## src/hw/rtl/tcpu_pkg.sv

```systemverilog
// Shared types, operation codes and constants for the toy CPU execute unit.
package tcpu_pkg;

    localparam int REG_COUNT_DEF   = 16;
    localparam int STACK_DEPTH_DEF = 16;
    localparam int DATA_WIDTH_DEF  = 32;

    localparam int ADDR_W    = 32;
    localparam int OP_W      = 4;
    localparam int IDX_W     = 4;
    localparam int IDX_COUNT = 16;
    localparam int VALUE_W   = 32;

    localparam logic [ADDR_W-1:0] PC_STEP = 32'h4;

    typedef logic [OP_W-1:0] op_t;

    localparam op_t OP_AND  = 4'd0;
    localparam op_t OP_EOR  = 4'd1;
    localparam op_t OP_SUB  = 4'd2;
    localparam op_t OP_RSB  = 4'd3;
    localparam op_t OP_ADD  = 4'd4;
    localparam op_t OP_XCHG = 4'd5;
    localparam op_t OP_MOV  = 4'd6;
    localparam op_t OP_MVN  = 4'd7;
    localparam op_t OP_MULL = 4'd8;
    localparam op_t OP_END  = 4'd9;
    localparam op_t OP_JMP  = 4'd10;
    localparam op_t OP_CMP  = 4'd11;
    localparam op_t OP_JE   = 4'd12;
    localparam op_t OP_JNE  = 4'd13;
    localparam op_t OP_CALL = 4'd14;
    localparam op_t OP_RET  = 4'd15;

    typedef struct packed {
        op_t  op;
        logic use_imm;
    } alu_ctrl_t;

endpackage

```

## src/hw/rtl/tcpu_alu.sv

```systemverilog
// Data path of the execute unit: register result value and write enable per operation.
module tcpu_alu
    import tcpu_pkg::*;
#(
    parameter int DATA_WIDTH = DATA_WIDTH_DEF
)
(
    input  alu_ctrl_t             ctrl,
    input  logic [DATA_WIDTH-1:0] ra,
    input  logic [DATA_WIDTH-1:0] rb,
    input  logic [DATA_WIDTH-1:0] immv,
    output logic                  we,
    output logic [DATA_WIDTH-1:0] wv
);

    logic [DATA_WIDTH-1:0] mov_src;

    assign mov_src = ctrl.use_imm ? immv : rb;

    always_comb
    begin
        we = 1'b1;
        wv = '0;
        case (ctrl.op)
            OP_AND:  wv = ra & rb;
            OP_EOR:  wv = ra ^ rb;
            OP_SUB:  wv = ra - rb;
            OP_RSB:  wv = rb - ra;
            OP_ADD:  wv = ra + rb;
            OP_XCHG: wv = rb;
            OP_MOV:  wv = mov_src;
            OP_MVN:  wv = ~mov_src;
            OP_MULL: wv = ra * rb;
            default:
            begin
                we = 1'b0;
                wv = '0;
            end
        endcase
    end

endmodule

```

## src/hw/rtl/toy_cpu_execute_unit_top.sv

```systemverilog
// Top level of the toy CPU execute unit: input stage, state, stack and result stage.
// One instruction enters per transaction and one result leaves per transaction. An instruction
// is held in the input register, where its source registers are already read, and is executed
// in the cycle it moves to the result register; the unit sustains one instruction per cycle as
// long as results are taken. Register-file reads are captured at input acceptance with bypass
// of the write made at the same edge, and the top of the return stack is kept in a registered
// read of the stack memory, so a call or return followed at once by another still runs at full
// rate. Registers, program counter, compare flag and stack pointer clear at reset and the run
// flag sets; the return-stack memory itself is not cleared and needs no clearing pass.
module toy_cpu_execute_unit_top
    import tcpu_pkg::*;
#(
    parameter int REG_COUNT   = REG_COUNT_DEF,
    parameter int STACK_DEPTH = STACK_DEPTH_DEF,
    parameter int DATA_WIDTH  = DATA_WIDTH_DEF
)
(
    input  logic                      clk,
    input  logic                      rst_n,
    input  logic                      in_valid,
    output logic                      in_ready,
    input  logic [OP_W-1:0]           operation,
    input  logic [IDX_W-1:0]          dest_index,
    input  logic [IDX_W-1:0]          first_index,
    input  logic [IDX_W-1:0]          second_index,
    input  logic                      use_immediate,
    input  logic signed [VALUE_W-1:0] immediate_value,
    input  logic [ADDR_W-1:0]         target_address,
    output logic                      out_valid,
    input  logic                      out_ready,
    output logic [ADDR_W-1:0]         next_address,
    output logic                      running,
    output logic                      compare_flag,
    output logic                      write_enable,
    output logic signed [VALUE_W-1:0] write_value,
    output logic                      stack_fault
);

    localparam int RIDX_W  = $clog2(REG_COUNT);
    localparam int SP_W    = $clog2(STACK_DEPTH + 1);
    localparam int SADDR_W = (STACK_DEPTH > 1) ? $clog2(STACK_DEPTH) : 1;
    localparam int WIDE_W  = (DATA_WIDTH > VALUE_W) ? DATA_WIDTH : VALUE_W;

    logic [RIDX_W-1:0] sel_lut [IDX_COUNT];

    for (genvar i = 0; i < IDX_COUNT; i++)
    begin : g_sel
        assign sel_lut[i] = RIDX_W'(i % REG_COUNT);
    end

    logic                  in_valid_reg;
    op_t                   op_reg;
    logic [RIDX_W-1:0]     d_reg;
    logic [RIDX_W-1:0]     a_reg;
    logic [RIDX_W-1:0]     b_reg;
    logic                  use_imm_reg;
    logic [DATA_WIDTH-1:0] imm_reg;
    logic [ADDR_W-1:0]     target_reg;
    logic [DATA_WIDTH-1:0] ra_reg;
    logic [DATA_WIDTH-1:0] rb_reg;

    logic                  out_valid_reg;
    logic [ADDR_W-1:0]     next_address_reg;
    logic                  running_reg;
    logic                  compare_reg;
    logic                  write_enable_reg;
    logic [VALUE_W-1:0]    write_value_reg;
    logic                  fault_reg;

    logic [DATA_WIDTH-1:0] rf_reg [REG_COUNT];
    logic [ADDR_W-1:0]     pc_reg;
    logic                  eq_reg;
    logic                  run_reg;
    logic [SP_W-1:0]       sp_reg;
    logic [ADDR_W-1:0]     tos_reg;
    logic [ADDR_W-1:0]     stack_mem [STACK_DEPTH];

    logic                  advance;
    logic                  in_fire;
    logic [ADDR_W-1:0]     seq;
    logic                  stack_full;
    logic                  stack_empty;
    alu_ctrl_t             alu_ctrl;
    logic                  alu_we;
    logic [DATA_WIDTH-1:0] alu_wv;
    logic [WIDE_W-1:0]     alu_wide;

    logic [ADDR_W-1:0]     pc_next;
    logic                  eq_next;
    logic                  run_next;
    logic                  fault;
    logic                  push;
    logic                  pop;
    logic                  push_en;
    logic                  pop_en;
    logic [SP_W-1:0]       sp_next;
    logic [SP_W-1:0]       sp_top;

    logic                  wr0_en;
    logic [RIDX_W-1:0]     wr0_addr;
    logic                  wr1_en;
    logic [RIDX_W-1:0]     wr1_addr;
    logic [RIDX_W-1:0]     rd_a_addr;
    logic [RIDX_W-1:0]     rd_b_addr;
    logic [DATA_WIDTH-1:0] ra_next;
    logic [DATA_WIDTH-1:0] rb_next;

    assign advance  = in_valid_reg && (!out_valid_reg || out_ready);
    assign in_ready = !in_valid_reg || advance;
    assign in_fire  = in_valid && in_ready;

    assign seq         = pc_reg + PC_STEP;
    assign stack_full  = (sp_reg == SP_W'(STACK_DEPTH));
    assign stack_empty = (sp_reg == '0);

    assign alu_ctrl.op      = op_reg;
    assign alu_ctrl.use_imm = use_imm_reg;

    tcpu_alu #(
        .DATA_WIDTH (DATA_WIDTH)
    ) u_alu (
        .ctrl (alu_ctrl),
        .ra   (ra_reg),
        .rb   (rb_reg),
        .immv (imm_reg),
        .we   (alu_we),
        .wv   (alu_wv)
    );

    assign alu_wide = WIDE_W'(alu_wv);

    always_comb
    begin
        pc_next  = seq;
        eq_next  = eq_reg;
        run_next = run_reg;
        fault    = 1'b0;
        push     = 1'b0;
        pop      = 1'b0;
        case (op_reg)
            OP_END:  run_next = 1'b0;
            OP_JMP:  pc_next = target_reg;
            OP_CMP:  eq_next = (ra_reg == rb_reg);
            OP_JE:
            begin
                if (eq_reg)
                begin
                    pc_next = target_reg;
                end
            end
            OP_JNE:
            begin
                if (!eq_reg)
                begin
                    pc_next = target_reg;
                end
            end
            OP_CALL:
            begin
                if (stack_full)
                begin
                    fault   = 1'b1;
                    pc_next = pc_reg;
                end
                else
                begin
                    push    = 1'b1;
                    pc_next = target_reg;
                end
            end
            OP_RET:
            begin
                if (stack_empty)
                begin
                    fault   = 1'b1;
                    pc_next = pc_reg;
                end
                else
                begin
                    pop     = 1'b1;
                    pc_next = tos_reg;
                end
            end
            default: ;
        endcase
    end

    assign push_en = advance && push;
    assign pop_en  = advance && pop;
    assign sp_next = push_en ? sp_reg + 1'b1 : (pop_en ? sp_reg - 1'b1 : sp_reg);
    assign sp_top  = sp_next - 1'b1;

    assign wr0_en   = advance && alu_we && !((op_reg == OP_XCHG) && (a_reg == b_reg));
    assign wr0_addr = (op_reg == OP_XCHG) ? a_reg : d_reg;
    assign wr1_en   = advance && (op_reg == OP_XCHG);
    assign wr1_addr = b_reg;

    assign rd_a_addr = sel_lut[first_index];
    assign rd_b_addr = sel_lut[second_index];

    always_comb
    begin
        ra_next = rf_reg[rd_a_addr];
        if (wr0_en && (wr0_addr == rd_a_addr))
        begin
            ra_next = alu_wv;
        end
        if (wr1_en && (wr1_addr == rd_a_addr))
        begin
            ra_next = ra_reg;
        end
        rb_next = rf_reg[rd_b_addr];
        if (wr0_en && (wr0_addr == rd_b_addr))
        begin
            rb_next = alu_wv;
        end
        if (wr1_en && (wr1_addr == rd_b_addr))
        begin
            rb_next = ra_reg;
        end
    end

    always_ff @(posedge clk or negedge rst_n)
    begin
        if (!rst_n)
        begin
            for (int i = 0; i < REG_COUNT; i++)
            begin
                rf_reg[i] <= '0;
            end
        end
        else
        begin
            if (wr0_en)
            begin
                rf_reg[wr0_addr] <= alu_wv;
            end
            if (wr1_en)
            begin
                rf_reg[wr1_addr] <= ra_reg;
            end
        end
    end

    always_ff @(posedge clk)
    begin
        if (push_en)
        begin
            stack_mem[sp_reg[SADDR_W-1:0]] <= seq;
        end
        if (push_en)
        begin
            tos_reg <= seq;
        end
        else
        begin
            tos_reg <= stack_mem[sp_top[SADDR_W-1:0]];
        end
    end

    always_ff @(posedge clk or negedge rst_n)
    begin
        if (!rst_n)
        begin
            in_valid_reg  <= 1'b0;
            out_valid_reg <= 1'b0;
            pc_reg        <= '0;
            eq_reg        <= 1'b0;
            run_reg       <= 1'b1;
            sp_reg        <= '0;
        end
        else
        begin
            if (in_fire)
            begin
                in_valid_reg <= 1'b1;
            end
            else if (advance)
            begin
                in_valid_reg <= 1'b0;
            end
            if (advance)
            begin
                out_valid_reg <= 1'b1;
                pc_reg        <= pc_next;
                eq_reg        <= eq_next;
                run_reg       <= run_next;
            end
            else if (out_ready)
            begin
                out_valid_reg <= 1'b0;
            end
            sp_reg <= sp_next;
        end
    end

    always_ff @(posedge clk)
    begin
        if (in_fire)
        begin
            op_reg      <= operation;
            d_reg       <= sel_lut[dest_index];
            a_reg       <= rd_a_addr;
            b_reg       <= rd_b_addr;
            use_imm_reg <= use_immediate;
            imm_reg     <= DATA_WIDTH'(immediate_value);
            target_reg  <= target_address;
            ra_reg      <= ra_next;
            rb_reg      <= rb_next;
        end
        if (advance)
        begin
            next_address_reg <= pc_next;
            running_reg      <= run_next;
            compare_reg      <= eq_next;
            write_enable_reg <= alu_we;
            write_value_reg  <= alu_we ? alu_wide[VALUE_W-1:0] : '0;
            fault_reg        <= fault;
        end
    end

    assign out_valid    = out_valid_reg;
    assign next_address = next_address_reg;
    assign running      = running_reg;
    assign compare_flag = compare_reg;
    assign write_enable = write_enable_reg;
    assign write_value  = write_value_reg;
    assign stack_fault  = fault_reg;

    a_fault_holds_pc: assert property (@(posedge clk) disable iff (!rst_n)
        advance && fault |=> pc_reg == $past(pc_reg))
        else $error("stack fault moved the program counter");

    a_call_pushes: assert property (@(posedge clk) disable iff (!rst_n)
        advance && (op_reg == OP_CALL) && !stack_full |=> sp_reg == $past(sp_reg) + 1'b1)
        else $error("call did not push the return stack");

    a_ret_pops_top: assert property (@(posedge clk) disable iff (!rst_n)
        advance && (op_reg == OP_RET) && !stack_empty |=> pc_reg == $past(tos_reg))
        else $error("return did not jump to the top of the stack");

    a_run_sticks: assert property (@(posedge clk) disable iff (!rst_n)
        !run_reg |=> !run_reg)
        else $error("run flag came back after end");

    a_no_write_zero: assert property (@(posedge clk) disable iff (!rst_n)
        out_valid_reg && !write_enable_reg |-> write_value_reg == '0)
        else $error("write value not zero without a register write");

endmodule

```

## config.mk

```make
export PLATFORM = sky130hd
export DESIGN_NAME = toy_cpu_execute_unit_top
export DESIGN_NICKNAME = d
export VERILOG_FILES = /design/src/hw/rtl/tcpu_pkg.sv /design/src/hw/rtl/tcpu_alu.sv /design/src/hw/rtl/toy_cpu_execute_unit_top.sv
export SDC_FILE = /design/constraint.sdc
export NUM_CORES = 2
export LEC_CHECK = 0
export BUFFER_PORTS_ARGS = -buffer_cell sky130_fd_sc_hd__buf_2
export CORE_ASPECT_RATIO = 0.8
export CORE_UTILIZATION = 44
export DETAILED_ROUTE_END_ITERATION = 12
export GPL_TIMING_DRIVEN = 0
export SLEW_MARGIN = 10
export SYNTH_ARGS = -nofsm -noshare
export SYNTH_HDL_FRONTEND = slang
export SYNTH_SLANG_ARGS = --single-unit
```

## constraint.sdc

```tcl
create_clock -name clk -period 7.15 [get_ports clk]
set_input_delay 1.43 -clock clk [delete_from_list [all_inputs] [get_ports clk]]
set_output_delay 1.43 -clock clk [all_outputs]
set_load 0.005 [all_outputs]
```

---- After elaboration in Yosys (flattened, before gate mapping) ----
Memory sizes are Yosys's and may differ from the RTL's. A register that Yosys moved wholly into a read port is not among the register bits.
Index checks and enable logic that the tools add are counted.
operators by class
  add/sub/neg operators ................... 7
  multipliers ............................. 1
  magnitude comparators ................... 8
  equality and inequality tests ........... 22
  multiplexer cells ....................... 47
  bitwise logic cells ..................... 11
  reduce and logical (&&, ||, !) cells .... 25
operators with widths
  kind                                                                          number
  512-bit bitwise mux                                                           2
  512-bit two-way mux                                                           2
  32-bit two-way mux                                                            14
  32-bit one-hot mux with 9 select lines                                        1
  32-bit binary-select mux with 4-bit select                                    2
  32-bit demux with 4-bit select                                                2
  32-bit one-hot mux with 5 select lines                                        1
  32-bit subtractor                                                             2
  4-bit NOT with 5-bit output                                                   7
  32-bit by 3-bit adder with 32-bit output, second input constant               1
  32-bit adder                                                                  1
  32-bit bitwise AND                                                            1
  32-bit == test                                                                1
  4-bit == test, second input constant                                          8
  32-bit by 32-bit multiplier with 32-bit output                                1
  32-bit NOT                                                                    1
  32-bit XOR                                                                    1
  5-bit greater-or-equal comparator, second input constant                      6
  4-bit == test                                                                 5
  4-bit two-way mux                                                             5
  4-bit by 3-bit == test with 1-bit output, second input constant               4
  1-bit two-way mux                                                             15
  1-bit logical AND                                                             14
  5-bit by 1-bit less-than comparator with 1-bit output, second input constant  2
  other kinds (16)                                                              22
word-level totals
  flip-flop bits (word level) ............. 762
  memory bits (writable) .................. 512
  bits in read-only memories .............. 192
  input port bits ......................... 85
  output and inout port bits .............. 70
  logic and storage cells ................. 161
  memories kept ........................... 4
memory list
  name             depth  bits a word  rd ports  clocked after memory_dff  wr ports  RTL line                         text
  stack_mem        16     32           1         1                         1         toy_cpu_execute_unit_top.sv:76   logic [ADDR_W-1:0] stack_mem [STACK_DEPTH];
  (no name shown)  16     4            1         1                         0         toy_cpu_execute_unit_top.sv:302  d_reg <= sel_lut[dest_index];
  (no name shown)  16     4            1         0                         0         toy_cpu_execute_unit_top.sv:199  assign rd_b_addr = sel_lut[second_index];
  (no name shown)  16     4            1         0                         0         toy_cpu_execute_unit_top.sv:198  assign rd_a_addr = sel_lut[first_index];

---- Logic depth before layout (Yosys ltp) ----
  depth in word-level cells ............... 11
  mapped depth ............................ 30
  gate-level depth less buffers ........... 27

---- Modules after synthesis ----
From an unflattened synthesis, not the netlist that was laid out.
second synthesis, totals
  cells, all modules ...................... 7,282
  area, all modules ....................... 84,826.4 um^2
by module, submodules not included
  module                    times used  cells each  area each (um^2)  sequential area each (um^2)
  toy_cpu_execute_unit_top  1           4,657       63,208.1          35,690.5
  tcpu_alu                  1           2,625       21,618.2          0.0

---- Least setup slack after synthesis ----
No wires, ideal clock.
  path type ............................... register to register
  start point ............................. register ra_reg[12]
  end point ............................... register rb_reg[29], data pin
  library setup time ...................... 0.261 ns
  arrival ................................. 7.507 ns
  required time ........................... 6.889 ns
  setup slack ............................. -0.617 ns
  cell stages (with the launch flop) ...... 29
  path buffers ............................ 4
  clock period less this slack ............ 7.767 ns
  path through ............................ edfxtp_1 clkbuf_1 clkbuf_1 and2_1 fa_1 fa_1 fa_1 inv_1 fa_1 inv_1 fa_1 inv_1 fa_1 inv_1 fa_1 fa_1 ha_1 nand4_1 o211ai_1 a31oi_1 a211oi_1 a41oi_2 a21boi_1 xnor2_1 nor2_1 or3_1 buf_2 buf_6 a221o_1
between the ends
  word-level cells in the longest chain between the ends .. 4
  elaborated cells on any way between the ends .. 7
  classes of those cells .................. add/sub: 3; mul: 1; mux: 3
ends and longest elaborated chain
  item                                                                    RTL line                         text
  start, declared                                                         toy_cpu_execute_unit_top.sv:59   logic [DATA_WIDTH-1:0] ra_reg;
  start signal, assigned                                                  toy_cpu_execute_unit_top.sv:308  ra_reg <= ra_next;
  32-bit by 32-bit multiplier with 32-bit output (tied with other cells)  tcpu_alu.sv:33                   OP_MULL: wv = ra * rb;
  32-bit one-hot mux with 9 select lines *                                tcpu_alu.sv:24                   case (ctrl.op)
  32-bit two-way mux *                                                    toy_cpu_execute_unit_top.sv:213  if (wr0_en && (wr0_addr == rd_b_addr))
  32-bit two-way mux *                                                    toy_cpu_execute_unit_top.sv:217  if (wr1_en && (wr1_addr == rd_b_addr))
  via rb_next[29]                                                         toy_cpu_execute_unit_top.sv:106  logic [DATA_WIDTH-1:0] rb_next;
  end signal, assigned                                                    toy_cpu_execute_unit_top.sv:309  rb_reg <= rb_next;
  end, declared                                                           toy_cpu_execute_unit_top.sv:60   logic [DATA_WIDTH-1:0] rb_reg;
The timed path passes the listed nets; every way through them passes the cells marked *.
A chain may end at the register's enable or synchronous reset.

---- Worst setup path after layout ----
  start point ............................. register rb_reg[3]
  end point ............................... register rb_reg[29], data pin
between the ends
  word-level cells in the longest chain between the ends .. 4
  elaborated cells on any way between the ends .. 7
  classes of those cells .................. add/sub: 3; mul: 1; mux: 3
ends and longest elaborated chain
  item                                                                    RTL line
  32-bit by 32-bit multiplier with 32-bit output (tied with other cells)  tcpu_alu.sv:33
  32-bit one-hot mux with 9 select lines *                                tcpu_alu.sv:24
  32-bit two-way mux *                                                    toy_cpu_execute_unit_top.sv:213
  32-bit two-way mux *                                                    toy_cpu_execute_unit_top.sv:217
  via rb_next[29]                                                         toy_cpu_execute_unit_top.sv:106
Marked as above.

==> summary.txt <==
Logic synthesis
  • Post-synth top area share: 26.3%
  • Main synth FF type: edfxtp_1
  • Synth area leader: edfxtp_1
  • Synth area leaders: edfxtp_1 (26%), dfrtp_1 (17%), mux4_2 (13%)
  • Synthesized Nets: 7747
  • Post-synth EDFFs: 725
  • Avg Inst Size Synth: 11.8 um^2
  • Post-synthesis sequential area ratio: 43.0%
  • Synth Warn #: 0
  • Post-synthesis cell type count: 90
  • Synth Register Bits: 1282
  • Syn Inst Count: 7028
  • Asr flop ratio synth: 43.1%
  • Mapped Area: 0.0829 mm^2

Detailed routing
  • Iteration-0 DRC count of the detailed router: 10946
  • Via density per instance: 6.69
  • WL/cell: 38.2 um
  • 1st-pass router iterations: 7
  • ANT nets after route: 0
  • Routed wire length: 395000 um
  • Via Count: 69074
  • DRC: 0

Worst setup path
  • CP Buf/Inv Count: 9
  • Worst path max stage delay: 0.61 ns
  • Worst Path Arrival: 8.84 ns
  • Startpoint types: flop
  • R2r worst-path depth: 29
  • Cell mode on critical path: fa_1
  • R2r setup slk: -1.16 ns
  • CP max FO: 6
  • CP max stage cell: fa_2
  • Setup crit end kind: flop
  • RR Endpoint: rb_reg[29]
  • CP required: 7.68 ns
  • Critical R2R Launch: rb_reg[3]
  • Crit-path leading delay family: adder cells
  • Crit Path Category: flop to flop

Die
  • Die Width: 487 um
  • Die footprint: 0.190 mm^2
  • Placeable Area: 0.187 mm^2
  • Die Height: 390 um
  • Starting Density: 44.3%
  • Cell Rows: 142
  • I/O pins: 155

Layout
  • Area of the multi-input gates: 0.0458 mm^2
  • Most frequent cells in the layout: nand2_1 (767), edfxtp_1 (725), dfrtp_1 (552), mux4_2 (478), inv_1 (430)
  • Count of nets after finishing: 8365
  • Layout cells sized above 1: 24.1%
  • Filler cells: 16226
  • Area Growth Syn to Fin: 20.1%
  • Final non-filler cell total: 10325
  • Most common cell after layout, fill and taps aside: nand2_1
  • Reg area: 0.0357 mm^2
  • Finished Core Util: 53.2%

Placement
  • Final Wtd Congestion: 1.07
  • Hpwl dp: 297000 um
  • Port Buffers: 154
  • Placed Instances: 9749

Global routing
  • All-layer global routing usage: 40.9%
  • Vias in the first global route: 64879
  • Gr ovfl total: 0
  • Antenna violations before repair: 35
  • Largest net degree at the start of global routing: 98
  • First-pass GRT wire length: 533000 um

Clocking
  • Worst-path clk slew: 0.06 ns
  • Root Buffer: clkbuf_16
  • Latest clock arrival within the worst-skew pair: 0.87 ns
  • Clock buffer depth: 3
  • Total CTS buffers: 140
  • Hold_buf cts: 0
  • H-tree levels: 4
  • TritonCTS clock tree: built
  • CTS sink count: 1282

Timing
  • Relative slew slack: 2.17%
  • Final worst slack: -1.16 ns
  • Crit share post-route: 116%
  • Min cycle time layout: 8.31 ns
  • RSZ-0062 raised after global routing: true
  • Fin. Hold Viols: 0
  • FMAX: 120 MHz
  • Hold_ws: 0.491 ns
  • Clock skew: 0.0919 ns
  • Max-slew violations: 0
  • Final setup vio count: 386
  • Worst-margin pin slew: 1.47 ns

Status
  • Failing checks: setup timing
  • Status: finished with violations

Job
  • Maxcap violations: 0

Min path
  • Hold EP: out_valid
  • Worst hold path depth: 1
  • Worst hold path type: flop to flop
  • Hold Startpoint: in_valid_reg
synth_stat cells (224+ instances only):
cell and number:
a21oi_1 236, clkbuf_1 481, mux4_2 478, and2_1 268
o21ai_0 491, nor2_1 301, edfxtp_1 725, inv_1 461
nand2_1 776, fa_1 410, ha_1 224, dfrtp_1 552
through the flow:
step	setup TNS (ns)	setup slack, ns	cell area, um^2
floorplan	-2.77	-0.250	83300
global placement	-6009.44	-8.56	87200
detailed placement	-1153.93	-4.28	88400
CTS	-250.50	-1.14	95700
global route	-285.64	-1.17	99500
finish	-271.35	-1.16	99600
timing repair:
item                                    CTS  global route
endpoints found under the setup margin  495           411
gates resized for setup                 406           686
cloned                                    0            12
pin swaps                                53           241
buffers inserted                        118           154
cell type report:
| class | instances | area share, % |
|---|---|---|
| clock inverters | 78 | 1.01 |
| flip-flops and latches | 1282 | 35.9 |
| well taps | 2520 | 3.17 |
| multi-input cells | 4699 | 46.0 |
| inverters | 463 | 1.76 |
| plain buffers | 579 | 3.70 |
| repair buffers | 481 | 4.65 |
| diodes | 44 | 0.111 |
| clock buffers | 179 | 3.76 |
worst max path at each step:
stage	start	endpoint	slack (ns)	cells after the start
2_1_floorplan	rb_reg[4]	rb_reg[29]	-0.25	28
3_3_place_gp	rst_n	rf_reg[54]	-8.56	1
3_5_place_dp	ra_reg[3]	ra_reg[24]	-4.28	27
4_1_cts	ra_reg[6]	rb_reg[29]	-1.14	29
5_1_grt	rb_reg[5]	rb_reg[29]	-1.17	27
6_report	rb_reg[3]	rb_reg[29]	-1.16	29
metal layers:
metal / part of all wire (%) / GRT usage, %
met1: 41 / 59.9
met2: 39 / 53.0
met3: 16 / 17.4
met4: 4.3 / 15.1
met5: 0.086 / 0.305
cell families after synthesis:
logic type,share of synthesized area (%)
AO/OA/AOI/OAI,10.3
AND/OR/NAND/NOR,10.2
XOR/XNOR,2.26
flip-flops,43.0
buffers and inverters,4.80
multiplexers,16.1
adder cells (fa/ha/maj),13.3
Power is left out: the tool's default activity adds up to more than one toggle a clock period on the data nets, which glitch-free logic cannot reach.
